==> src/hdl/glb_pkg.sv <==
// Shared types, register codes and pixel expansion for the glyph bitmap unpacker.
`default_nettype none

package glb_pkg;

    // Configuration register indexes
    localparam logic [1:0] REG_DEPTH  = 2'd0;
    localparam logic [1:0] REG_WIDTH  = 2'd1;
    localparam logic [1:0] REG_HEIGHT = 2'd2;
    localparam logic [1:0] REG_STRIDE = 2'd3;

    // Pixel depth codes
    localparam logic [1:0] MODE_1BPP = 2'd0;
    localparam logic [1:0] MODE_2BPP = 2'd1;
    localparam logic [1:0] MODE_4BPP = 2'd2;
    localparam logic [1:0] MODE_8BPP = 2'd3;

    localparam logic [1:0] DEPTH_RESET = MODE_4BPP;

    // 2bpp opacity levels
    localparam logic [7:0] OPACITY_2BPP [4] = '{8'd0, 8'd85, 8'd170, 8'd255};

    typedef struct packed {
        logic [1:0] depth;
        logic [7:0] width;
        logic [7:0] height;
        logic [7:0] stride;
    } cfg_t;

    typedef struct packed {
        logic [7:0] opacity;
        logic [7:0] column;
        logic [7:0] row;
        logic       last_of_byte;
        logic       glyph_end;
    } pixel_t;

    // Expand the pixel sitting in the top bits of the working byte
    function automatic logic [7:0] expand_opacity(input logic [7:0] msb_bits,
                                                  input logic [1:0] mode);
        logic [7:0] result;
        result = msb_bits;
        case (mode)
            MODE_1BPP: result = msb_bits[7] ? 8'hFF : 8'h00;
            MODE_2BPP: result = OPACITY_2BPP[msb_bits[7:6]];
            MODE_4BPP: result = {msb_bits[7:4], msb_bits[7:4]};
            default:   result = msb_bits;
        endcase
        return result;
    endfunction

    // Index of the last pixel slot in a byte
    function automatic logic [2:0] last_slot(input logic [1:0] mode);
        logic [2:0] result;
        result = 3'd0;
        case (mode)
            MODE_1BPP: result = 3'd7;
            MODE_2BPP: result = 3'd3;
            MODE_4BPP: result = 3'd1;
            default:   result = 3'd0;
        endcase
        return result;
    endfunction

endpackage

`default_nettype wire

==> src/hdl/glb_byte_if.sv <==
// Input channel carrying packed bitmap words.
`default_nettype none

interface glb_byte_if;
    logic       valid;
    logic       ready;
    logic [7:0] packed_byte;
    logic       glyph_start;

    modport source (output valid, output packed_byte, output glyph_start, input ready);
    modport sink   (input valid, input packed_byte, input glyph_start, output ready);
endinterface

`default_nettype wire

==> src/hdl/glb_pixel_if.sv <==
// Output channel carrying expanded pixel words.
`default_nettype none

interface glb_pixel_if;
    logic       valid;
    logic       ready;
    logic [7:0] pixel_opacity;
    logic [7:0] pixel_column;
    logic [7:0] pixel_row;
    logic       last_of_byte;
    logic       glyph_end;

    modport source (output valid, output pixel_opacity, output pixel_column,
                    output pixel_row, output last_of_byte, output glyph_end,
                    input ready);
    modport sink   (input valid, input pixel_opacity, input pixel_column,
                    input pixel_row, input last_of_byte, input glyph_end,
                    output ready);
endinterface

`default_nettype wire

==> src/hdl/glb_cfg_regs.sv <==
// Configuration register file for the glyph bitmap unpacker.
`default_nettype none

module glb_cfg_regs (
    input  wire logic           clk,
    input  wire logic           rst_n,
    input  wire logic           cfg_write,
    input  wire logic [1:0]     cfg_index,
    input  wire logic [7:0]     cfg_data,
    output glb_pkg::cfg_t       cfg
);

    glb_pkg::cfg_t cfg_reg;

    // Decode and hold register writes
    always_ff @(posedge clk or negedge rst_n)
    begin
        if (!rst_n)
        begin
            cfg_reg.depth  <= glb_pkg::DEPTH_RESET;
            cfg_reg.width  <= 8'd0;
            cfg_reg.height <= 8'd0;
            cfg_reg.stride <= 8'd0;
        end
        else if (cfg_write)
        begin
            unique case (cfg_index)
                glb_pkg::REG_DEPTH:  cfg_reg.depth  <= cfg_data[1:0];
                glb_pkg::REG_WIDTH:  cfg_reg.width  <= cfg_data;
                glb_pkg::REG_HEIGHT: cfg_reg.height <= cfg_data;
                glb_pkg::REG_STRIDE: cfg_reg.stride <= cfg_data;
                default:             cfg_reg.stride <= cfg_reg.stride;
            endcase
        end
    end

    assign cfg = cfg_reg;

endmodule

`default_nettype wire

==> src/hdl/glb_unpack_engine.sv <==
// Byte holding register and per-pixel unpack step with glyph position tracking.
`default_nettype none

module glb_unpack_engine (
    input  wire logic           clk,
    input  wire logic           rst_n,
    input  glb_pkg::cfg_t       cfg,
    glb_byte_if.sink            in_ch,
    input  wire logic           out_free,
    output logic                pix_load,
    output glb_pkg::pixel_t     pix
);

    // Byte under work
    logic       busy_reg;
    logic [7:0] work_reg;
    logic       start_reg;
    logic [2:0] slot_reg;

    // Glyph position state
    logic [7:0] col_reg;
    logic [7:0] row_reg;
    logic [7:0] taken_reg;
    logic       fin_reg;

    logic [7:0] col_next;
    logic [7:0] row_next;
    logic [7:0] taken_next;
    logic       fin_next;

    logic       first;
    logic       stride_on;
    logic [7:0] c0, r0, t0;
    logic       f0;
    logic       skip;
    logic [7:0] c1, r1;
    logic       row_out;
    logic       emit;
    logic       end_px;
    logic [7:0] c2, r2;
    logic       done;
    logic [10:0] need_bits;
    logic [7:0] need_bytes;
    logic [7:0] limit;
    logic [8:0] taken_inc;
    logic [7:0] r3;
    logic       advance;
    logic       accept;

    assign first     = (slot_reg == 3'd0);
    assign stride_on = (cfg.stride != 8'd0);

    // Bytes per row: the stride, or more if the pixels need more
    assign need_bits  = {3'b000, cfg.width} << cfg.depth;
    assign need_bytes = need_bits[10:3] + {7'd0, (need_bits[2:0] != 3'd0)};
    assign limit      = (cfg.stride > need_bytes) ? cfg.stride : need_bytes;

    // Compute one step of the current byte
    always_comb
    begin
        // glyph restart before the first pixel
        if (first && start_reg)
        begin
            c0 = 8'd0;
            r0 = 8'd0;
            t0 = 8'd0;
            f0 = 1'b0;
        end
        else
        begin
            c0 = col_reg;
            r0 = row_reg;
            t0 = taken_reg;
            f0 = fin_reg;
        end

        skip = first && (f0 || cfg.width == 8'd0 || cfg.height == 8'd0);

        // wrap a full row in continuous mode
        c1 = c0;
        r1 = r0;
        if (first && !skip && !stride_on && c0 >= cfg.width)
        begin
            c1 = 8'd0;
            r1 = 8'(r0 + 8'd1);
        end

        row_out = first && !skip && (r1 >= cfg.height);
        emit    = !skip && !row_out && (c1 < cfg.width);
        end_px  = emit && ({1'b0, r1} + 9'd1 == {1'b0, cfg.height})
                       && ({1'b0, c1} + 9'd1 == {1'b0, cfg.width});

        // advance position past the emitted pixel
        c2 = emit ? 8'(c1 + 8'd1) : c1;
        r2 = r1;
        if (emit && !end_px && !stride_on && c2 >= cfg.width)
        begin
            c2 = 8'd0;
            r2 = 8'(r1 + 8'd1);
        end

        done = skip || row_out || !emit || end_px
            || (slot_reg == glb_pkg::last_slot(cfg.depth))
            || (stride_on && c2 >= cfg.width);

        col_next   = c2;
        row_next   = r2;
        taken_next = t0;
        fin_next   = f0 || row_out || end_px;
        taken_inc  = {1'b0, t0} + 9'd1;
        r3         = 8'(r2 + 8'd1);

        // row accounting at the end of a byte in strided mode
        if (done && !skip && !row_out && stride_on && !fin_next)
        begin
            if (taken_inc >= {1'b0, limit})
            begin
                taken_next = 8'd0;
                col_next   = 8'd0;
                row_next   = r3;
                fin_next   = (r3 >= cfg.height);
            end
            else
            begin
                taken_next = taken_inc[7:0];
            end
        end
    end

    assign advance     = busy_reg && (!emit || out_free);
    assign in_ch.ready = !busy_reg || (advance && done);
    assign accept      = in_ch.valid && in_ch.ready;

    assign pix_load         = advance && emit;
    assign pix.opacity      = glb_pkg::expand_opacity(work_reg, cfg.depth);
    assign pix.column       = c1;
    assign pix.row          = r1;
    assign pix.last_of_byte = done;
    assign pix.glyph_end    = end_px;

    // Hold the byte under work and step through its pixel slots
    always_ff @(posedge clk or negedge rst_n)
    begin
        if (!rst_n)
        begin
            busy_reg  <= 1'b0;
            start_reg <= 1'b0;
            slot_reg  <= 3'd0;
            col_reg   <= 8'd0;
            row_reg   <= 8'd0;
            taken_reg <= 8'd0;
            fin_reg   <= 1'b0;
        end
        else
        begin
            if (advance)
            begin
                col_reg   <= col_next;
                row_reg   <= row_next;
                taken_reg <= taken_next;
                fin_reg   <= fin_next;
                slot_reg  <= 3'(slot_reg + 3'd1);
                if (done)
                begin
                    busy_reg <= 1'b0;
                end
            end
            if (accept)
            begin
                busy_reg  <= 1'b1;
                start_reg <= in_ch.glyph_start;
                slot_reg  <= 3'd0;
            end
        end
    end

    // Shift the next pixel into the top bits
    always_ff @(posedge clk)
    begin
        if (accept)
        begin
            work_reg <= in_ch.packed_byte;
        end
        else if (pix_load)
        begin
            work_reg <= work_reg << (4'd1 << cfg.depth);
        end
    end

endmodule

`default_nettype wire

==> src/hdl/glb_out_stage.sv <==
// Output register for expanded pixel words.
`default_nettype none

module glb_out_stage (
    input  wire logic           clk,
    input  wire logic           rst_n,
    input  wire logic           pix_load,
    input  glb_pkg::pixel_t     pix,
    output logic                out_free,
    glb_pixel_if.source         out_ch
);

    logic            valid_reg;
    glb_pkg::pixel_t pix_reg;

    assign out_free = !valid_reg || out_ch.ready;

    // Hold a word until the receiver takes it
    always_ff @(posedge clk or negedge rst_n)
    begin
        if (!rst_n)
        begin
            valid_reg <= 1'b0;
        end
        else if (pix_load)
        begin
            valid_reg <= 1'b1;
        end
        else if (out_ch.ready)
        begin
            valid_reg <= 1'b0;
        end
    end

    always_ff @(posedge clk)
    begin
        if (pix_load)
        begin
            pix_reg <= pix;
        end
    end

    assign out_ch.valid         = valid_reg;
    assign out_ch.pixel_opacity = pix_reg.opacity;
    assign out_ch.pixel_column  = pix_reg.column;
    assign out_ch.pixel_row     = pix_reg.row;
    assign out_ch.last_of_byte  = pix_reg.last_of_byte;
    assign out_ch.glyph_end     = pix_reg.glyph_end;

endmodule

`default_nettype wire

==> src/hdl/glyph_bitmap_unpack_core.sv <==
// Top level of the glyph bitmap unpacker: packed bitmap words in, opacity pixel words out.
//
// packed_data takes one packed bitmap byte per word; glyph_start on a word restarts the
// glyph at column 0, row 0. pixel_data gives one pixel per word with its opacity, column,
// row, a last-of-byte mark and a glyph-end mark. Configuration (depth, width, height,
// row stride) is written through cfg_write/cfg_index/cfg_data. The user must write it
// only while the block is idle; the block itself does not enforce this.
// Throughput: up to one pixel per cycle while the receiver takes words; a byte holds 8 pixel
// slots at 1bpp, 4 at 2bpp, 2 at 4bpp and 1 at 8bpp, stepped by glb_unpack_engine.
// Each pixel is expanded from the byte register and held in the output register before it
// appears on pixel_data; the further pixels of a byte follow in slot order.
// The byte register takes the next word in the same cycle the last pixel of the current
// byte moves to the output register. When the receiver stalls, the output register holds
// its word, the engine waits, and packed_data is held off once a byte is under work.
// Reset clears position state (the first glyph starts at the origin) and sets the
// registers to 4bpp, zero width, height and stride.
`default_nettype none

module glyph_bitmap_unpack_core (
    input  wire logic       clk,
    input  wire logic       rst_n,
    input  wire logic       cfg_write,
    input  wire logic [1:0] cfg_index,
    input  wire logic [7:0] cfg_data,
    glb_byte_if.sink        packed_data,
    glb_pixel_if.source     pixel_data
);

    glb_pkg::cfg_t   cfg;
    glb_pkg::pixel_t pix;
    logic            pix_load;
    logic            out_free;

    glb_cfg_regs u_cfg_regs (
        .clk       (clk),
        .rst_n     (rst_n),
        .cfg_write (cfg_write),
        .cfg_index (cfg_index),
        .cfg_data  (cfg_data),
        .cfg       (cfg)
    );

    glb_unpack_engine u_engine (
        .clk      (clk),
        .rst_n    (rst_n),
        .cfg      (cfg),
        .in_ch    (packed_data),
        .out_free (out_free),
        .pix_load (pix_load),
        .pix      (pix)
    );

    glb_out_stage u_out_stage (
        .clk      (clk),
        .rst_n    (rst_n),
        .pix_load (pix_load),
        .pix      (pix),
        .out_free (out_free),
        .out_ch   (pixel_data)
    );

endmodule

`default_nettype wire
==> src/flat_wrapper.sv <==
// flat-port wrapper written by rule: the top's interface ports become plain ports
module glyph_bitmap_unpack_core_flat 
  (clk, rst_n, cfg_write, cfg_index, cfg_data, packed_data_valid, packed_data_packed_byte, packed_data_glyph_start, packed_data_ready, pixel_data_valid, pixel_data_pixel_opacity, pixel_data_pixel_column, pixel_data_pixel_row, pixel_data_last_of_byte, pixel_data_glyph_end, pixel_data_ready);
  glb_byte_if packed_data_i ();
  glb_pixel_if pixel_data_i ();
  input  wire logic clk;
  input  wire logic rst_n;
  input  wire logic cfg_write;
  input  wire logic [1:0] cfg_index;
  input  wire logic [7:0] cfg_data;
  input wire logic [$bits(packed_data_i.valid)-1:0] packed_data_valid;
  input wire logic [$bits(packed_data_i.packed_byte)-1:0] packed_data_packed_byte;
  input wire logic [$bits(packed_data_i.glyph_start)-1:0] packed_data_glyph_start;
  output wire logic [$bits(packed_data_i.ready)-1:0] packed_data_ready;
  output wire logic [$bits(pixel_data_i.valid)-1:0] pixel_data_valid;
  output wire logic [$bits(pixel_data_i.pixel_opacity)-1:0] pixel_data_pixel_opacity;
  output wire logic [$bits(pixel_data_i.pixel_column)-1:0] pixel_data_pixel_column;
  output wire logic [$bits(pixel_data_i.pixel_row)-1:0] pixel_data_pixel_row;
  output wire logic [$bits(pixel_data_i.last_of_byte)-1:0] pixel_data_last_of_byte;
  output wire logic [$bits(pixel_data_i.glyph_end)-1:0] pixel_data_glyph_end;
  input wire logic [$bits(pixel_data_i.ready)-1:0] pixel_data_ready;
  assign packed_data_i.valid = packed_data_valid;
  assign packed_data_i.packed_byte = packed_data_packed_byte;
  assign packed_data_i.glyph_start = packed_data_glyph_start;
  assign packed_data_ready = packed_data_i.ready;
  assign pixel_data_valid = pixel_data_i.valid;
  assign pixel_data_pixel_opacity = pixel_data_i.pixel_opacity;
  assign pixel_data_pixel_column = pixel_data_i.pixel_column;
  assign pixel_data_pixel_row = pixel_data_i.pixel_row;
  assign pixel_data_last_of_byte = pixel_data_i.last_of_byte;
  assign pixel_data_glyph_end = pixel_data_i.glyph_end;
  assign pixel_data_i.ready = pixel_data_ready;
  glyph_bitmap_unpack_core u_core (.clk(clk), .rst_n(rst_n), .cfg_write(cfg_write), .cfg_index(cfg_index), .cfg_data(cfg_data), .packed_data(packed_data_i), .pixel_data(pixel_data_i));
endmodule
==> config.mk <==
export PLATFORM = sky130hd
export DESIGN_NAME = glyph_bitmap_unpack_core_flat
export DESIGN_NICKNAME = d
export VERILOG_FILES = /design/src/hdl/glb_pkg.sv /design/src/hdl/glb_byte_if.sv /design/src/hdl/glb_pixel_if.sv /design/src/hdl/glb_cfg_regs.sv /design/src/hdl/glb_unpack_engine.sv /design/src/hdl/glb_out_stage.sv /design/src/hdl/glyph_bitmap_unpack_core.sv /design/src/flat_wrapper.sv
export SDC_FILE = /design/constraint.sdc
export NUM_CORES = 1
export LEC_CHECK = 0
export ABC_CLOCK_PERIOD_IN_PS = 9800
export BUFFER_PORTS_ARGS = -buffer_cell sky130_fd_sc_hd__buf_2
export CAP_MARGIN = 5
export CORE_MARGIN = 5
export CORE_UTILIZATION = 56
export CTS_CLUSTER_SIZE = 16
export DETAILED_ROUTE_END_ITERATION = 10
export PLACE_DENSITY = 0.75
export RECOVER_POWER = 25
export SYNTH_ARGS = -nofsm -noshare
export SYNTH_HDL_FRONTEND = slang
export SYNTH_SLANG_ARGS = --single-unit
==> constraint.sdc <==
create_clock -name clk -period 9.8 [get_ports clk]
set_input_delay 0.98 -clock clk [delete_from_list [all_inputs] [get_ports clk]]
set_output_delay 0.98 -clock clk [all_outputs]
set_load 0.05 [all_outputs]
Yosys cells after proc, flatten, opt, wreduce, memory -nomap -nowiden:

Cells that the tools add are included.

* bits in registers: 91
* bits of input ports: 24
* output and inout bits: 28
* word-level logic and storage cells: 139

* add/subtract/negate cells: 9
* magnitude comparators: 9
* equality and inequality tests: 8
* shift-type cells: 3
* multiplexer cells: 33
* bitwise logic cells: 1
* reduce and logical (&&, ||, !) cells: 58

Operator list (count)
* $mux 8: 20
* $ge 8x8->1: 5
* $add 8x1->8 const B: 4
* $add 8x1->9 const B: 3
* $pmux 8 s3: 1
* $logic_and 1x1->1: 22
* $eq 9x8->1: 2
* $bmux 8 s2: 1
* $logic_not 8->1: 2
* $logic_or 1x1->1: 12
* $shl 8x2->11: 1
* $reduce_and 2->1: 5
* $ge 9x8->1: 1
* $pmux 3 s3: 1
* $add 8x1->8: 1
* $gt 8x8->1: 1
* $logic_not 1->1: 8
* $lt 8x8->1: 1
* $mux 1: 8
* $reduce_bool 2->1: 4
* $reduce_bool 8->1: 1
* $shl 8x4->8: 1
* $eq 2x2->1 const B: 3
* $mux 3: 2
* other kinds (9): 11

Logic depth before layout (Yosys ltp):

* depth in word-level cells: 31
* depth in mapped cells: 52
* gate-level depth less buffers: 45

Modules after synthesis:

A second synthesis with hierarchy kept.

* cells, all modules: 826
* area total of the unflattened synthesis: 7643.6 µm²

Modules (own cells, without submodules)
* glb_unpack_engine: times used 1, cells an instance 741, area an instance 5830.6 µm², seq. area each 991.0 µm²
* glb_cfg_regs: times used 1, cells an instance 56, area an instance 984.7 µm², seq. area each 651.9 µm²
* glb_out_stage: times used 1, cells an instance 29, area an instance 828.3 µm², seq. area each 805.8 µm²

Least setup slack after synthesis:

Ideal clock, no wire load.

* kind: reg2out
* from: register u_core.u_engine.slot_reg[1]
* to: output port packed_data_ready
* arrival: 8.827 ns
* required time: 8.820 ns
* path slack: -0.007 ns
* stages on the path, launching flop included: 50
* path buffers: 7
* cell sequence: dfrtp_1 inv_1 ha_1 nand3b_1 buf_2 buf_2 clkbuf_1 clkbuf_1 nand2_1 ha_1 nand2b_1 a2111o_1 a31o_2 clkbuf_1 and3_2 nor2_2 inv_1 ha_1 (+14 left out) a21oi_1 o21ai_0 nand3_1 a21o_1 buf_4 nand2_1 ha_1 nand2b_1 a21o_1 a21o_1 a21o_1 a21o_1 a21o_1 a21o_1 a21oi_1 o21ai_0 nor2_1 o21ai_2

RTL lines
* start, declared: line glb_unpack_engine.sv:18 `logic [2:0] slot_reg;`
* start signal, assigned: line glb_unpack_engine.sv:162 `slot_reg <= 3'(slot_reg + 3'd1);`
* end, declared: line flat_wrapper.sv:14 `output wire logic [$bits(packed_data_i.ready)-1:0] packed_data_ready;`

==> implementation parameters <==
Parameter                              Value

Timing
  Total of endpoints with negative setup slack in the final report    0
  Worst-margin pin slew    3.36 ns
  Final worst path period share    96.6%
  Final worst hold slack    approximately 0.50 ns
  Number of hold violations in the final report    0
  Period minus WS final    ~9.5 ns
  Worst-case clock skew    0.0132 ns
  Final count of pins violating max slew    58
  Worst slew margin    -124%
  Setup WS post-layout    0.332 ns
  FMAX    about 110 MHz

Setup path
  Most repeated library cell on the critical path    a21o_1
  Delay-heaviest family, CP    compound AO/OA/AOI/OAI gates
  Data arrival at the endpoint of the critical path    8.49 ns
  Required time at the worst-slack endpoint    between 8 and 9 ns
  Crit path launch    u_core.u_engine.slot_reg[1]$_DFFE_PN0P_
  R2R Path Start    u_core.u_engine.slot_reg[1]$_DFFE_PN0P_
  Total number of cells along the worst setup path    43
  Worst r2r dst    u_core.u_engine.work_reg[7]$_DFFE_PP_
  Cell with the largest stage delay on the worst path    a2111o_1
  Largest fanout of any net on the critical path    13
  Delay of the slowest critical-path stage    0.45 ns
  Category of the worst setup path launch point    flop
  Flop-to-flop setup slack    0.69 ns
  Capturing element of the worst setup path    packed_data_ready
  Sum of buffers and inverters on the critical path    6
  Cell count of the worst reg-to-reg path    45
  Critical Path End Type    output port
  Critical path class    flop to output port

GRT
  Global-route wire length before repair    33.6 mm
  Number of global-route vias before repair    6411
  Leftover overflow at the end of global routing    0
  Number of antenna violations at the first check in global routing    0
  Overall fraction of global-route tracks in use    between 20% and 30%
  Largest net degree at the start of global routing    58

Floorplan
  Chip height    128 µm
  Initial cell density of the core    56.5%
  Placement row count    43
  Die width    128 µm
  Die Footprint    approximately 0.016 mm²
  Core Region    0.0138 mm²
  Ports placed on the boundary    52

Synthesis
  Post-Synthesis Cell Area    0.00778 mm²
  Number of flops mapped to enable cells by yosys    34
  Share of flip-flops with an asynchronous set or reset    ~63%
  Dominant cells by area after synthesis    dfrtp_1 18%, edfxtp_1 13%, ha_1 13%
  Yosys warnings    0
  Number of distinct standard cells referenced by the synthesized netlist    between 80 and 90
  Seq cells post-synth    roughly 90
  Ys flop type    dfrtp_1
  Mapped Cells    857
  Share of the synthesized area in the top cell type    a little under a fifth
  Dominant cell type by area after synthesis    dfrtp_1
  Ranking of synthesized cells by instance count    78 x ha_1, 78 x nand2_1, 56 x dfrtp_1, 48 x nor2_1, 45 x a21oi_1
  Register area share after synthesis    31.5%
  Net Count, Synth    959
  Average cell area after synthesis    9.08 µm²

Min path
  Type of the most critical hold path    flop to flop
  Worst hold path startpoint    u_core.u_engine.row_reg[7]$_DFFE_PN0P_

Run status
  Violated checks    max-capacitance violations, max-slew violations
  Outcome    complete, but fails checks

Clocking
  Clock tree from TritonCTS    built
  CTS HTree Levels    3
  Clock Tree Buf Depth    2
  Clock tree sinks    91
  Clock-pin slew reported for the worst setup and hold paths after clock tree synthesis    around 0.070 ns
  CTS buffer count    9
  Later-pin clock latency in the skew report    0.36 ns
  Cell at the root of the clock tree    clkbuf_16
  Hold_buf cts    0

Final layout
  Ratio of cells with drive above 1 in the final layout    between 20% and 30%
  Core utilization of the finished layout    63.3%
  N_diodes    0
  Area added between synthesis and finish    12.1%
  Number of flip-flops under the largest register name    26
  Layout net count    1011

Power and ir drop
  Leakage power figure    between 3 and 4 nW
  Total power per unit cell area    274 mW/mm²
  Worst supply voltage drop on vdd    0.153 mV

Placement
  Post-DP HPWL    16.1 mm
  Number of input and output port buffers inserted    a little over 50
  Setup slack at placement    ~0.19 ns
  RD Place Congestion    1.01

Job
  Max-Cap Viols    1

Routing
  Via-to-Cell Ratio    about 6.4
  Detailed-route wire length    21.1 mm
  Starting DRC count in detailed routing    664
  Antenna Violating Nets Remaining    0
  Routed vias    ~7000
  Post-DR wirelength/cell    19.2 µm
  DRT Pass-1 Iters    7
  Residual DRC    0
## power breakdown
group / switching, mW / leakage, nW / internal [mW]
combinational: 0.884 / 2.69 / 0.496
clock: 0.155 / 0.144 / 0.181
sequential: 0.108 / 1.06 / 0.570
## timing repair
action,4_1_cts,5_1_grt
resized for setup,4,28
setup buffers,3,8
setup endpoints to repair,1,25
gates cloned,0,1
pin swaps,0,7
## metrics by stage
stage                     TNS [ns]  power, mW  cells  instance area (µm²)
after floorplan                  0       1.64    857                 7780
after global placement           0       1.95   1068                 8250
after detailed placement         0       1.98   1068                 8250
after CTS                        0       2.33   1087                 8570
after global routing       -0.0515       2.55   1094                 8720
final                            0       2.39   1094                 8720
## cell families after synthesis
| family | after synthesis | share of synthesized area, % |
|---|---|---|
| buffers and inverters | 77 | 3.94 |
| xor gates and xnor gates | 47 | 5.29 |
| muxes | 55 | 7.90 |
| and+or+nand+nor | 296 | 20.1 |
| adders and majority gates | 78 | 12.5 |
| DFF | 91 | 31.5 |
| AOI/OAI and AO/OA | 213 | 18.7 |
## worst min path at each step
stage	slack, ns	cells past startpoint	end
2_1_floorplan	0.46	2	u_core.u_engine.row_reg[7]$_DFFE_PN0P_
3_3_place_gp	0.48	2	u_core.u_engine.row_reg[7]$_DFFE_PN0P_
3_5_place_dp	0.49	2	u_core.u_engine.row_reg[7]$_DFFE_PN0P_
4_1_cts	0.51	2	u_core.u_engine.row_reg[7]$_DFFE_PN0P_
5_1_grt	0.54	2	u_core.u_engine.row_reg[7]$_DFFE_PN0P_
6_report	0.50	2	u_core.u_engine.row_reg[7]$_DFFE_PN0P_
## layer usage
layer  global-route usage, %  wire length [µm]  share of wire [%]
met5                       0                 0                  0
met4                    6.37               484                2.3
met3                    4.88              1740                8.3
met1                    36.4              9230                 44
met2                    40.7              9600                 46
## final cells by class
type / instances / area, µm²
multi-input cells: 690 / 5140
fillers: 1257 / 5050
flip-flops and latches: 91 / 2450
repair buffers: 82 / 490
clock buffers: 10 / 239
well taps: 180 / 225
inverters: 35 / 131
clock inverters: 6 / 46.3
## cells in the final DEF, fill, tap and decap left out, types with 13 or more instances in the layout
cell type,instances
nand2b_1,15
nor2_1,46
mux2_2,37
buf_2,50
mux2i_1,13
a22o_1,15
nand3_1,24
and2_1,24
xnor2_1,31
nand2_1,78
a21o_1,26
o21ai_0,39
edfxtp_1,34
dfrtp_1,56
nor3_1,24
buf_4,28
inv_1,32
xor2_1,15
ha_1,78
a21oi_1,43
## worst reg2reg max path, delay by kind of cell (launching register included)
kind                       cells  cell delay, ns
AOI/OAI and AO/OA             22            4.02
adders and majority gates      5            1.10
muxes                          1            0.40
xor gates and xnor gates       1            0.14
DFF                            1            0.43
buffers and inverters          6            0.87
and+or+nand+nor               10            1.93
Note: power is estimated with default switching activity, not from simulation.
